**src/design/i2cm_pkg.sv**
```systemverilog
// Shared command codes, phase table and status type for the I2C master engine.
`default_nettype none

package i2cm_pkg;

    localparam logic [2:0] ACT_NONE  = 3'd0;
    localparam logic [2:0] ACT_START = 3'd1;
    localparam logic [2:0] ACT_STOP  = 3'd2;
    localparam logic [2:0] ACT_WRITE = 3'd3;
    localparam logic [2:0] ACT_READ  = 3'd4;
    localparam logic [2:0] ACT_ACK   = 3'd5;
    localparam logic [2:0] ACT_NACK  = 3'd6;
    localparam logic [2:0] ACT_WAIT  = 3'd7;

    localparam logic [4:0] STEP_IDLE = 5'd31;

    localparam logic [15:0] PHASE_TICKS_RESET = 16'd10;

    typedef struct packed {
        logic       scl;
        logic       sda;
        logic       busy;
        logic       done;
        logic [7:0] read_data;
        logic       ack;
    } i2cm_status_t;

    function automatic logic [4:0] phase_total(input logic [2:0] cmd);
        logic [4:0] total;
        unique case (cmd)
            ACT_START: total = 5'd3;
            ACT_STOP:  total = 5'd2;
            ACT_WRITE: total = 5'd16;
            ACT_READ:  total = 5'd16;
            ACT_ACK:   total = 5'd4;
            ACT_NACK:  total = 5'd3;
            ACT_WAIT:  total = 5'd2;
            default:   total = 5'd0;
        endcase
        return total;
    endfunction

endpackage

`default_nettype wire

```
**src/design/i2cm_seq.sv**
```systemverilog
// Phase sequencer of the I2C master engine: command state, tick counter and pins.
`default_nettype none

module i2cm_seq #(
    parameter int COUNT_WIDTH = 16
) (
    input  wire logic                     aclk,
    input  wire logic                     aresetn,
    input  wire logic                     tick_en,
    input  wire logic [2:0]               action,
    input  wire logic [7:0]               write_data,
    input  wire logic                     sda_level,
    input  wire logic [COUNT_WIDTH-1:0]   limit,
    output i2cm_pkg::i2cm_status_t        status_next
);
    import i2cm_pkg::*;

    typedef struct packed {
        logic scl;
        logic sda;
    } pins_t;

    logic [4:0]             step_reg, step_next;
    logic [2:0]             cmd_reg, cmd_next;
    logic [COUNT_WIDTH-1:0] tick_reg, tick_next;
    logic [COUNT_WIDTH-1:0] tick_inc;
    logic [7:0]             shift_reg, shift_next;
    logic                   scl_reg, scl_next;
    logic                   sda_reg, sda_next;
    logic                   ack_reg, ack_next;
    logic [7:0]             read_reg, read_next;
    logic                   done;
    logic [4:0]             step_inc;
    pins_t                  pins;

    function automatic pins_t begin_pins(input logic [2:0] cmd, input logic [4:0] s,
                                         input pins_t cur, input logic bit7);
        pins_t p;
        p = cur;
        unique case (cmd)
            ACT_START: begin
                if (s == 5'd0) begin
                    p.sda = 1'b1;
                    p.scl = 1'b1;
                end else if (s == 5'd1) begin
                    p.sda = 1'b0;
                end else begin
                    p.scl = 1'b0;
                end
            end
            ACT_STOP: begin
                if (s == 5'd0) begin
                    p.sda = 1'b0;
                    p.scl = 1'b1;
                end else begin
                    p.sda = 1'b1;
                end
            end
            ACT_WRITE: begin
                if (!s[0]) begin
                    p.sda = bit7;
                    p.scl = 1'b1;
                end else begin
                    p.scl = 1'b0;
                end
            end
            ACT_READ: p.scl = !s[0];
            ACT_ACK: begin
                if (s == 5'd0) begin
                    p.sda = 1'b0;
                end else if (s == 5'd1) begin
                    p.scl = 1'b1;
                end else if (s == 5'd2) begin
                    p.scl = 1'b0;
                end else begin
                    p.sda = 1'b1;
                end
            end
            ACT_NACK: begin
                if (s == 5'd0) begin
                    p.sda = 1'b1;
                end else if (s == 5'd1) begin
                    p.scl = 1'b1;
                end else begin
                    p.scl = 1'b0;
                end
            end
            ACT_WAIT: begin
                if (s == 5'd0) begin
                    p.sda = 1'b1;
                    p.scl = 1'b1;
                end else begin
                    p.scl = 1'b0;
                end
            end
            default: p = cur;
        endcase
        return p;
    endfunction

    assign tick_inc = tick_reg + COUNT_WIDTH'(1);
    assign step_inc = step_reg + 5'd1;

    always_comb begin
        step_next  = step_reg;
        cmd_next   = cmd_reg;
        tick_next  = tick_reg;
        shift_next = shift_reg;
        scl_next   = scl_reg;
        sda_next   = sda_reg;
        ack_next   = ack_reg;
        read_next  = read_reg;
        done       = 1'b0;
        pins       = '{scl: scl_reg, sda: sda_reg};

        if (step_reg == STEP_IDLE) begin
            if (action != ACT_NONE) begin
                cmd_next  = action;
                step_next = 5'd0;
                tick_next = '0;
                if (action == ACT_WRITE) begin
                    shift_next = write_data;
                end else if (action == ACT_READ) begin
                    shift_next = 8'd0;
                end
                pins     = begin_pins(action, 5'd0, pins, shift_next[7]);
                scl_next = pins.scl;
                sda_next = pins.sda;
            end
        end else if (tick_inc >= limit) begin
            tick_next = '0;
            if (cmd_reg == ACT_WRITE && step_reg[0]) begin
                shift_next = {shift_reg[6:0], 1'b0};
                if (step_reg == 5'd15) begin
                    pins.sda = 1'b1;
                end
            end else if (cmd_reg == ACT_READ) begin
                if (!step_reg[0]) begin
                    shift_next = {shift_reg[6:0], sda_level};
                end else if (step_reg == 5'd15) begin
                    read_next = shift_reg;
                end
            end else if (cmd_reg == ACT_WAIT && step_reg == 5'd0) begin
                ack_next = sda_level;
            end
            if (step_inc >= phase_total(cmd_reg)) begin
                step_next = STEP_IDLE;
                done      = 1'b1;
            end else begin
                step_next = step_inc;
                pins      = begin_pins(cmd_reg, step_inc, pins, shift_next[7]);
            end
            scl_next = pins.scl;
            sda_next = pins.sda;
        end else begin
            tick_next = tick_inc;
        end
    end

    always_ff @(posedge aclk) begin
        if (!aresetn) begin
            step_reg  <= STEP_IDLE;
            cmd_reg   <= ACT_NONE;
            tick_reg  <= '0;
            shift_reg <= 8'd0;
            scl_reg   <= 1'b1;
            sda_reg   <= 1'b1;
            ack_reg   <= 1'b0;
            read_reg  <= 8'd0;
        end else if (tick_en) begin
            step_reg  <= step_next;
            cmd_reg   <= cmd_next;
            tick_reg  <= tick_next;
            shift_reg <= shift_next;
            scl_reg   <= scl_next;
            sda_reg   <= sda_next;
            ack_reg   <= ack_next;
            read_reg  <= read_next;
        end
    end

    assign status_next.scl       = scl_next;
    assign status_next.sda       = sda_next;
    assign status_next.busy      = (step_next != STEP_IDLE);
    assign status_next.done      = done;
    assign status_next.read_data = read_next;
    assign status_next.ack       = ack_next;

endmodule

`default_nettype wire

```
**src/design/i2c_master_bit_engine_top.sv**
```systemverilog
// Top level of the I2C master engine: handshakes, phase length register, result register.
// An accepted input beat's result beat is registered and shown in the cycle after it is taken.
// One beat per cycle unless the result side stalls; the sequencer state and the result valid flag close the loops.
// The result register takes the next beat while the current one is taken.
// Reset is synchronous and active low; it idles the sequencer, releases both sequencer pins
// and sets the phase length to ten ticks; the result register itself is not reset.
`default_nettype none

module i2c_master_bit_engine_top #(
    parameter int COUNT_WIDTH = 16
) (
    input  wire logic        aclk,
    input  wire logic        aresetn,
    input  wire logic        cfg_wr_en,
    input  wire logic [15:0] cfg_wr_data,
    input  wire logic        s_valid,
    output logic             s_ready,
    input  wire logic [2:0]  s_action,
    input  wire logic [7:0]  s_write_data,
    input  wire logic        s_sda_level,
    output logic             m_valid,
    input  wire logic        m_ready,
    output logic             m_scl_out,
    output logic             m_sda_out,
    output logic             m_busy_res,
    output logic             m_done_res,
    output logic [7:0]       m_read_data,
    output logic             m_ack_bit
);
    import i2cm_pkg::*;

    localparam int LW = (COUNT_WIDTH > 16) ? COUNT_WIDTH : 16;

    logic [15:0]            phase_ticks_reg;
    logic [LW-1:0]          ticks_ext;
    logic [LW-1:0]          max_ext;
    logic [COUNT_WIDTH-1:0] limit;
    logic                   accept;
    logic                   m_valid_reg, m_valid_next;
    i2cm_status_t           status_next;
    i2cm_status_t           status_reg;

    assign ticks_ext = LW'(phase_ticks_reg);
    assign max_ext   = LW'({COUNT_WIDTH{1'b1}});

    always_comb begin
        if (phase_ticks_reg == 16'd0) begin
            limit = COUNT_WIDTH'(1);
        end else if (ticks_ext > max_ext) begin
            limit = {COUNT_WIDTH{1'b1}};
        end else begin
            limit = COUNT_WIDTH'(ticks_ext);
        end
    end

    assign s_ready      = !m_valid_reg || m_ready;
    assign accept       = s_valid && s_ready;
    assign m_valid_next = accept || (m_valid_reg && !m_ready);

    i2cm_seq #(
        .COUNT_WIDTH(COUNT_WIDTH)
    ) u_seq (
        .aclk        (aclk),
        .aresetn     (aresetn),
        .tick_en     (accept),
        .action      (s_action),
        .write_data  (s_write_data),
        .sda_level   (s_sda_level),
        .limit       (limit),
        .status_next (status_next)
    );

    always_ff @(posedge aclk) begin
        if (!aresetn) begin
            phase_ticks_reg <= PHASE_TICKS_RESET;
            m_valid_reg     <= 1'b0;
        end else begin
            if (cfg_wr_en) begin
                phase_ticks_reg <= cfg_wr_data;
            end
            m_valid_reg <= m_valid_next;
        end
    end

    always_ff @(posedge aclk) begin
        if (accept) begin
            status_reg <= status_next;
        end
    end

    assign m_valid     = m_valid_reg;
    assign m_scl_out   = status_reg.scl;
    assign m_sda_out   = status_reg.sda;
    assign m_busy_res  = status_reg.busy;
    assign m_done_res  = status_reg.done;
    assign m_read_data = status_reg.read_data;
    assign m_ack_bit   = status_reg.ack;

endmodule

`default_nettype wire

```
**config.mk**
```make
export PLATFORM = sky130hd
export DESIGN_NAME = i2c_master_bit_engine_top
export DESIGN_NICKNAME = d
export VERILOG_FILES = /design/src/design/i2cm_pkg.sv /design/src/design/i2cm_seq.sv /design/src/design/i2c_master_bit_engine_top.sv
export SDC_FILE = /design/constraint.sdc
export NUM_CORES = 1
export LEC_CHECK = 0
export BUFFER_PORTS_ARGS = -buffer_cell sky130_fd_sc_hd__buf_2
export CORE_MARGIN = 10
export CORE_UTILIZATION = 40
export CTS_CLUSTER_DIAMETER = 60
export CTS_CLUSTER_SIZE = 8
export DETAILED_ROUTE_END_ITERATION = 8
export GPL_TIMING_DRIVEN = 0
export PLACE_DENSITY = 0.69
export SETUP_SLACK_MARGIN = 0.05
export SYNTH_ARGS = -nofsm -noshare
export SYNTH_HDL_FRONTEND = slang
export SYNTH_SLANG_ARGS = --single-unit
```
**constraint.sdc**
```tcl
create_clock -name aclk -period 4.25 [get_ports aclk]
set_input_delay 0.85 -clock aclk [delete_from_list [all_inputs] [get_ports aclk]]
set_output_delay 0.85 -clock aclk [all_outputs]
set_load 0.02 [all_outputs]
```
== Word-level counts from Yosys, hierarchy flattened ==
Index checks and enable logic that the tools add are counted.
Widths: inputs -> output; s select.

* Bits in registers: 73
* Latch bits: 0
* Bits in writable memories: 0
* Memory bits (read-only): 0
* Input bits: 33
* Output and inout bits: 15
* Logic and storage cells: 134
* Memories: 0

* Add/sub/neg operators: 2
* Multipliers: 0
* Div/mod/pow operators: 0
* Order comparisons: 3
* Eq/ne operators: 22
* Shifts and indexed selects: 0
* Multiplexer cells: 62
* Bitwise logic cells: 1
* Reduce and logical (&&, ||, !) cells: 27

{| class="wikitable"
|+ Operators with widths
! operator !! number
|-
| $mux 8 || 14
|-
| $mux 16 || 5
|-
| $mux 1 || 31
|-
| $mux 5 || 6
|-
| $eq 3x3->1 const B || 8
|-
| $pmux 5 s4 || 1
|-
| $add 16x1->16 const B || 1
|-
| $ge 16x16->1 || 1
|-
| $gt 16x16->1 const B || 1
|-
| $logic_not 16->1 || 1
|-
| $eq 3x2->1 const B || 4
|-
| $reduce_or 2->1 || 6
|-
| $logic_not 5->1 || 2
|-
| $pmux 1 s7 || 1
|-
| $eq 3x1->1 const B || 2
|-
| $ne 3x3->1 const B || 2
|-
| $reduce_and 3->1 || 2
|-
| $reduce_and 6->1 || 1
|-
| $reduce_bool 3->1 || 2
|-
| $add 5x1->5 const B || 1
|-
| $eq 5x1->1 const B || 1
|-
| $eq 5x2->1 const B || 1
|-
| $eq 5x4->1 const B || 1
|-
| $eq 5x5->1 const B || 1
|-
| 14 further kinds || 21
|}

== Longest topological paths before layout ==
* Word-level depth: 11
* Depth in mapped cells: 14
* Gate-level depth less buffers: 12

== Modules after synthesis ==
A second synthesis with hierarchy kept.

* Cell total of the unflattened synthesis: 516
* Area, all modules: 4,466.8 um^2

{| class="wikitable"
|+ By module, submodules not included
! module !! times used !! cells each !! area an instance (um^2) !! sequential area each (um^2)
|-
| i2cm_seq || 1 || 427 || 3,331.9 || 860.8
|-
| i2c_master_bit_engine_top || 1 || 89 || 1,134.8 || 730.7
|}

== Worst setup path after synthesis ==
Ideal clock, no wire load.

* Path type: flip-flop to flip-flop
* Start point: reg u_seq.tick_reg[2]
* End point: reg status_reg (netlist bit m_read_data[0]) (data pin)
* Setup time: 260 ps
* Arrival time: 2,947 ps
* Required time: 3,990 ps
* Slack: 1,043 ps
* Stages on the path, launching flop included: 14
* Buffers on the path: 1
* Clock period less this slack: 3,207 ps
* Cells stage by stage: dfxtp_1 nand4_1 nor2_1 nand3_1 and2_1 or2_2 ha_1 o2111ai_1 a311oi_1 nor2_1 a21o_1 buf_6 nor3_4 mux2_2

{| class="wikitable"
|+ RTL lines
! what !! line !! RTL
|-
| start, declared || i2cm_seq.sv:25 || <nowiki>logic [COUNT_WIDTH-1:0] tick_reg, tick_next;</nowiki>
|-
| start signal, assigned || i2cm_seq.sv:173 || <nowiki>tick_reg <= tick_next;</nowiki>
|-
| end signal, assigned || i2c_master_bit_engine_top.sv:87 || <nowiki>status_reg <= status_next;</nowiki>
|-
| end, declared || i2c_master_bit_engine_top.sv:41 || <nowiki>i2cm_status_t status_reg;</nowiki>
|}

==> summary.md <==
| Metric | Value |
|---|---|
| Combinational Power Share | `35.6%` |
| RSZ-0062 raised after global routing | `false` |
| TritonRoute pass-1 iters | `6` |
| Number of port buffers | `45` |
| Most used cell, CP | `nor2_1` |
| Fillers | `1,050` |
| Final worst setup slack | `0.516 ns` |
| Worst reg2reg setup slack | `0.52 ns` |
| Hold-fix buffers, CTS | `0` |
| Post-Place Cell Area | `0.00488 mm2` |
| Switch share | `38.0%` |
| Clk buf depth | `2` |
| Pins over their slew limit | `0` |
| WHS Path Cells | `2` |
| CTS resizes | `0` |
| Worst-path fanout max | `10` |
| Slowest CP cell | `dfxtp_1` |
| Reg clk slew, reported paths | `0.09 ns` |
| First-pass GRT wire length | `19,800 um` |
| Flops & latches, synth | `73` |
| Worst slew pin tran | `1.00 ns` |
| Synth top cells by count | `dfxtp_1, nand2_1, nor2b_1` |
| Main area contributors after synthesis | `dfxtp_1, edfxtp_1, ha_1, mux2i_1, nand2_1` |
| Peak Freq | `268 MHz` |
| P_int | `1.40 mW` |
| Arrival time at the worst endpoint | `3.86 ns` |
| Post-Syn Instances | `498` |
| Total CTS buffers | `9` |
| Mean Syn Cell Area | `8.99 um2` |
| Worst slack at placement | `0.576 ns` |
| Share of cells above drive strength 1 | `16.6%` |
| Worst ir drop on vdd | `171 uV` |
| IO Pins | `48` |
| Final TNS setup | `0 ns` |
| Final hold viol count | `0` |
| Period utilisation layout | `87.9%` |
| Routed len/inst | `16.9 um` |
| Vias | `3,985` |
| Post-synth ARST share | `0%` |
| Grt total ovfl | `0` |
| R2R Path Start | `u_seq.tick_reg[2]$_SDFFE_PN0P_` |
| Starting density of the core | `41.1%` |
| Number of cells on the critical path | `13` |
| Outcome | `finished, final reports clean` |
| Worst Skew | `0.0205 ns` |
| Cell Area, Synth | `0.00448 mm2` |
| Post-Route WL | `11,800 um` |
| Core box area | `0.0109 mm2` |
| Crit path capture type | `flip-flop` |
| Antenna-violating nets left | `0` |
| Initial antenna violation count | `0` |
| Post-DP HPWL | `8790 um` |
| Final net count | `614` |
| Critical path origin | `u_seq.tick_reg[2]$_SDFFE_PN0P_` |
| Top-area cell type share of the netlist area | `26.8%` |
| Antenna cells | `0` |
| Final Critical Period | `3.73 ns` |
| Final Cell Area | `0.00510 mm2` |
| RR Endpoint | `m_read_data[3]$_DFFE_PP_` |
| Clk sinks | `73` |
| Headroom to the max-slew limit | `32.5%` |
| Setup violators final | `0` |
| Residual DRC count | `0` |
| Min-Delay Path Class | `flip-flop to flip-flop` |
| CP Data Required Time | `4.37 ns` |
| Power Density | `443 mW/mm2` |
| Crit-path cells | `nand4_1, nor2_1, nand3_1, and2_1, or2_2, ha_1, o2111ai_1, a311oi_1, nor2_1, a21o_1, buf_6, nor3_4, mux2_2` |
| CP endpoint | `m_read_data[3]$_DFFE_PP_` |
| Vias in the first global route | `3,953` |
| Sequential-to-total area share from yosys stat | `35.6%` |
| Reg2reg path depth | `13` |
| CTS H-Tree Depth | `3` |
| Initial DRC count | `280` |
| Critical Path Start Type | `flip-flop` |
| Synth cell types | `64` |
| Die area | `0.0158 mm2` |
| Core Rows | `38` |
| Die Span X | `126 um` |
| Largest delay contributor family on the critical path | `simple AND/OR/NAND/NOR gates` |
| Setup bufs post-CTS | `0` |
| Die Y | `126 um` |
| Final Util | `46.9%` |
| CTS tree | `built` |
| Total of warnings raised by yosys | `0` |
| Clock power share | `28.2%` |
| Number of synthesized flops with an enable pin | `13` |
| WS Path Type | `flip-flop to flip-flop` |
| Clk_lat worst skew | `0.37 ns` |
| Clock root cell | `clkbuf_8` |
| Number of vias per cell | `5.70` |
| Psw | `0.860 mW` |
| Syn Nets | `558` |
| Routability cong. | `0.897` |
| Reg power frac | `36.2%` |
| Buf/Inv on CP | `1` |
| Static leakage | `2.08 nW` |
| Maxcap violations | `0` |
| Gr usage total | `14.7%` |
| Main synth FF type | `dfxtp_1` |
| Largest net degree at the start of global routing | `20` |
| P&R area growth vs syn | `14.0%` |
| Worst path max stage delay | `0.46 ns` |
| Yosys top cell by area | `dfxtp_1` |
how the worst min path moves through the flow:
stage                                               from  slack [ns]                              to
after floorplan           u_seq.read_reg[4]$_SDFFE_PN0P_        0.43  u_seq.read_reg[4]$_SDFFE_PN0P_
after global placement    u_seq.read_reg[5]$_SDFFE_PN0P_        0.44  u_seq.read_reg[5]$_SDFFE_PN0P_
after detailed placement  u_seq.read_reg[2]$_SDFFE_PN0P_        0.45  u_seq.read_reg[2]$_SDFFE_PN0P_
after CTS                 u_seq.read_reg[2]$_SDFFE_PN0P_        0.46  u_seq.read_reg[2]$_SDFFE_PN0P_
after global routing      u_seq.read_reg[2]$_SDFFE_PN0P_        0.49  u_seq.read_reg[2]$_SDFFE_PN0P_
final                     u_seq.read_reg[2]$_SDFFE_PN0P_        0.46  u_seq.read_reg[2]$_SDFFE_PN0P_
cell usage in the layout, fill, tap and decap left out, types with 3 or more instances in the layout:
master     netlist  routed
o2111ai_1        3       3
nand2_1         60      60
a21oi_1         17      17
nand4_1          6       6
mux2_2           6       6
nor4_1           4       4
edfxtp_1        13      13
a221o_1          3       3
clkbuf_8         0       9
a32oi_1         14      14
o221ai_1         4       4
o211ai_1         8       8
xnor2_1          8       8
xor2_1           6       6
mux2_1           3       3
nand2b_1         4       4
a311oi_1         3       3
a21boi_0         6       6
and3_1           5       5
ha_1            27      27
and2_1           7       7
or2_2            7       7
dfxtp_1         60      60
a211oi_1         3       3
clkbuf_1        17      17
buf_2            3      48
nor3_1          13      13
and3b_1          3       3
nand3_1         14      14
o31ai_1          4       4
nor2_1          18      18
nor2b_1         34      34
and4_1           3       3
o21ai_0         20      20
mux2i_1         26      26
o221a_2          6       6
inv_1           27      27
per-stage QoR:
stage,cells,power (mW),hold slack (ns)
final,699,2.26,0.463
after global routing,699,2.40,0.486
after CTS,699,2.27,0.464
after detailed placement,683,1.63,0.452
after global placement,683,1.61,0.438
after floorplan,498,1.42,0.431
per-layer routing:
layer	vias up	part of all wire [%]	global-route usage, %
met5	-	0	0
met1	1887	44	18.4
met4	0	1.7	4.76
li1	1952	-	-
met3	18	6.4	3.27
met2	128	48	24.5
logic make-up after synthesis:
logic type,synth area share (%)
xor+xnor,2.74
flops,35.6
compound gates,19.8
mux,8.08
fa+ha+maj,7.55
buf+inv,4.44
simple gates,21.8
layout make-up:
cell class	count	area, um2	area share, %
clock inverters	7	103	2.01
well taps	140	175	3.43
plain buffers	22	93.8	1.84
flip-flops and latches	73	1590	31.2
multi-input cells	375	2690	52.6
clock buffers	9	124	2.43
repair buffers	45	225	4.41
inverters	28	105	2.06
power groups by stage:
stage | sequential [mW] | combinational, mW | clock, mW
5_1_grt | 0.829 | 0.895 | 0.675
3_3_place_gp | 0.831 | 0.776 | 0
4_1_cts | 0.819 | 0.800 | 0.649
2_1_floorplan | 0.836 | 0.584 | 0
6_report | 0.819 | 0.804 | 0.637
3_5_place_dp | 0.835 | 0.796 | 0
worst min-delay path: cells and delay by family, from the launching register on:
family        cells  cell delay (ns)
simple gates      1             0.05
mux               1             0.05
flops             1             0.32
(Power assumes the default switching activity.)
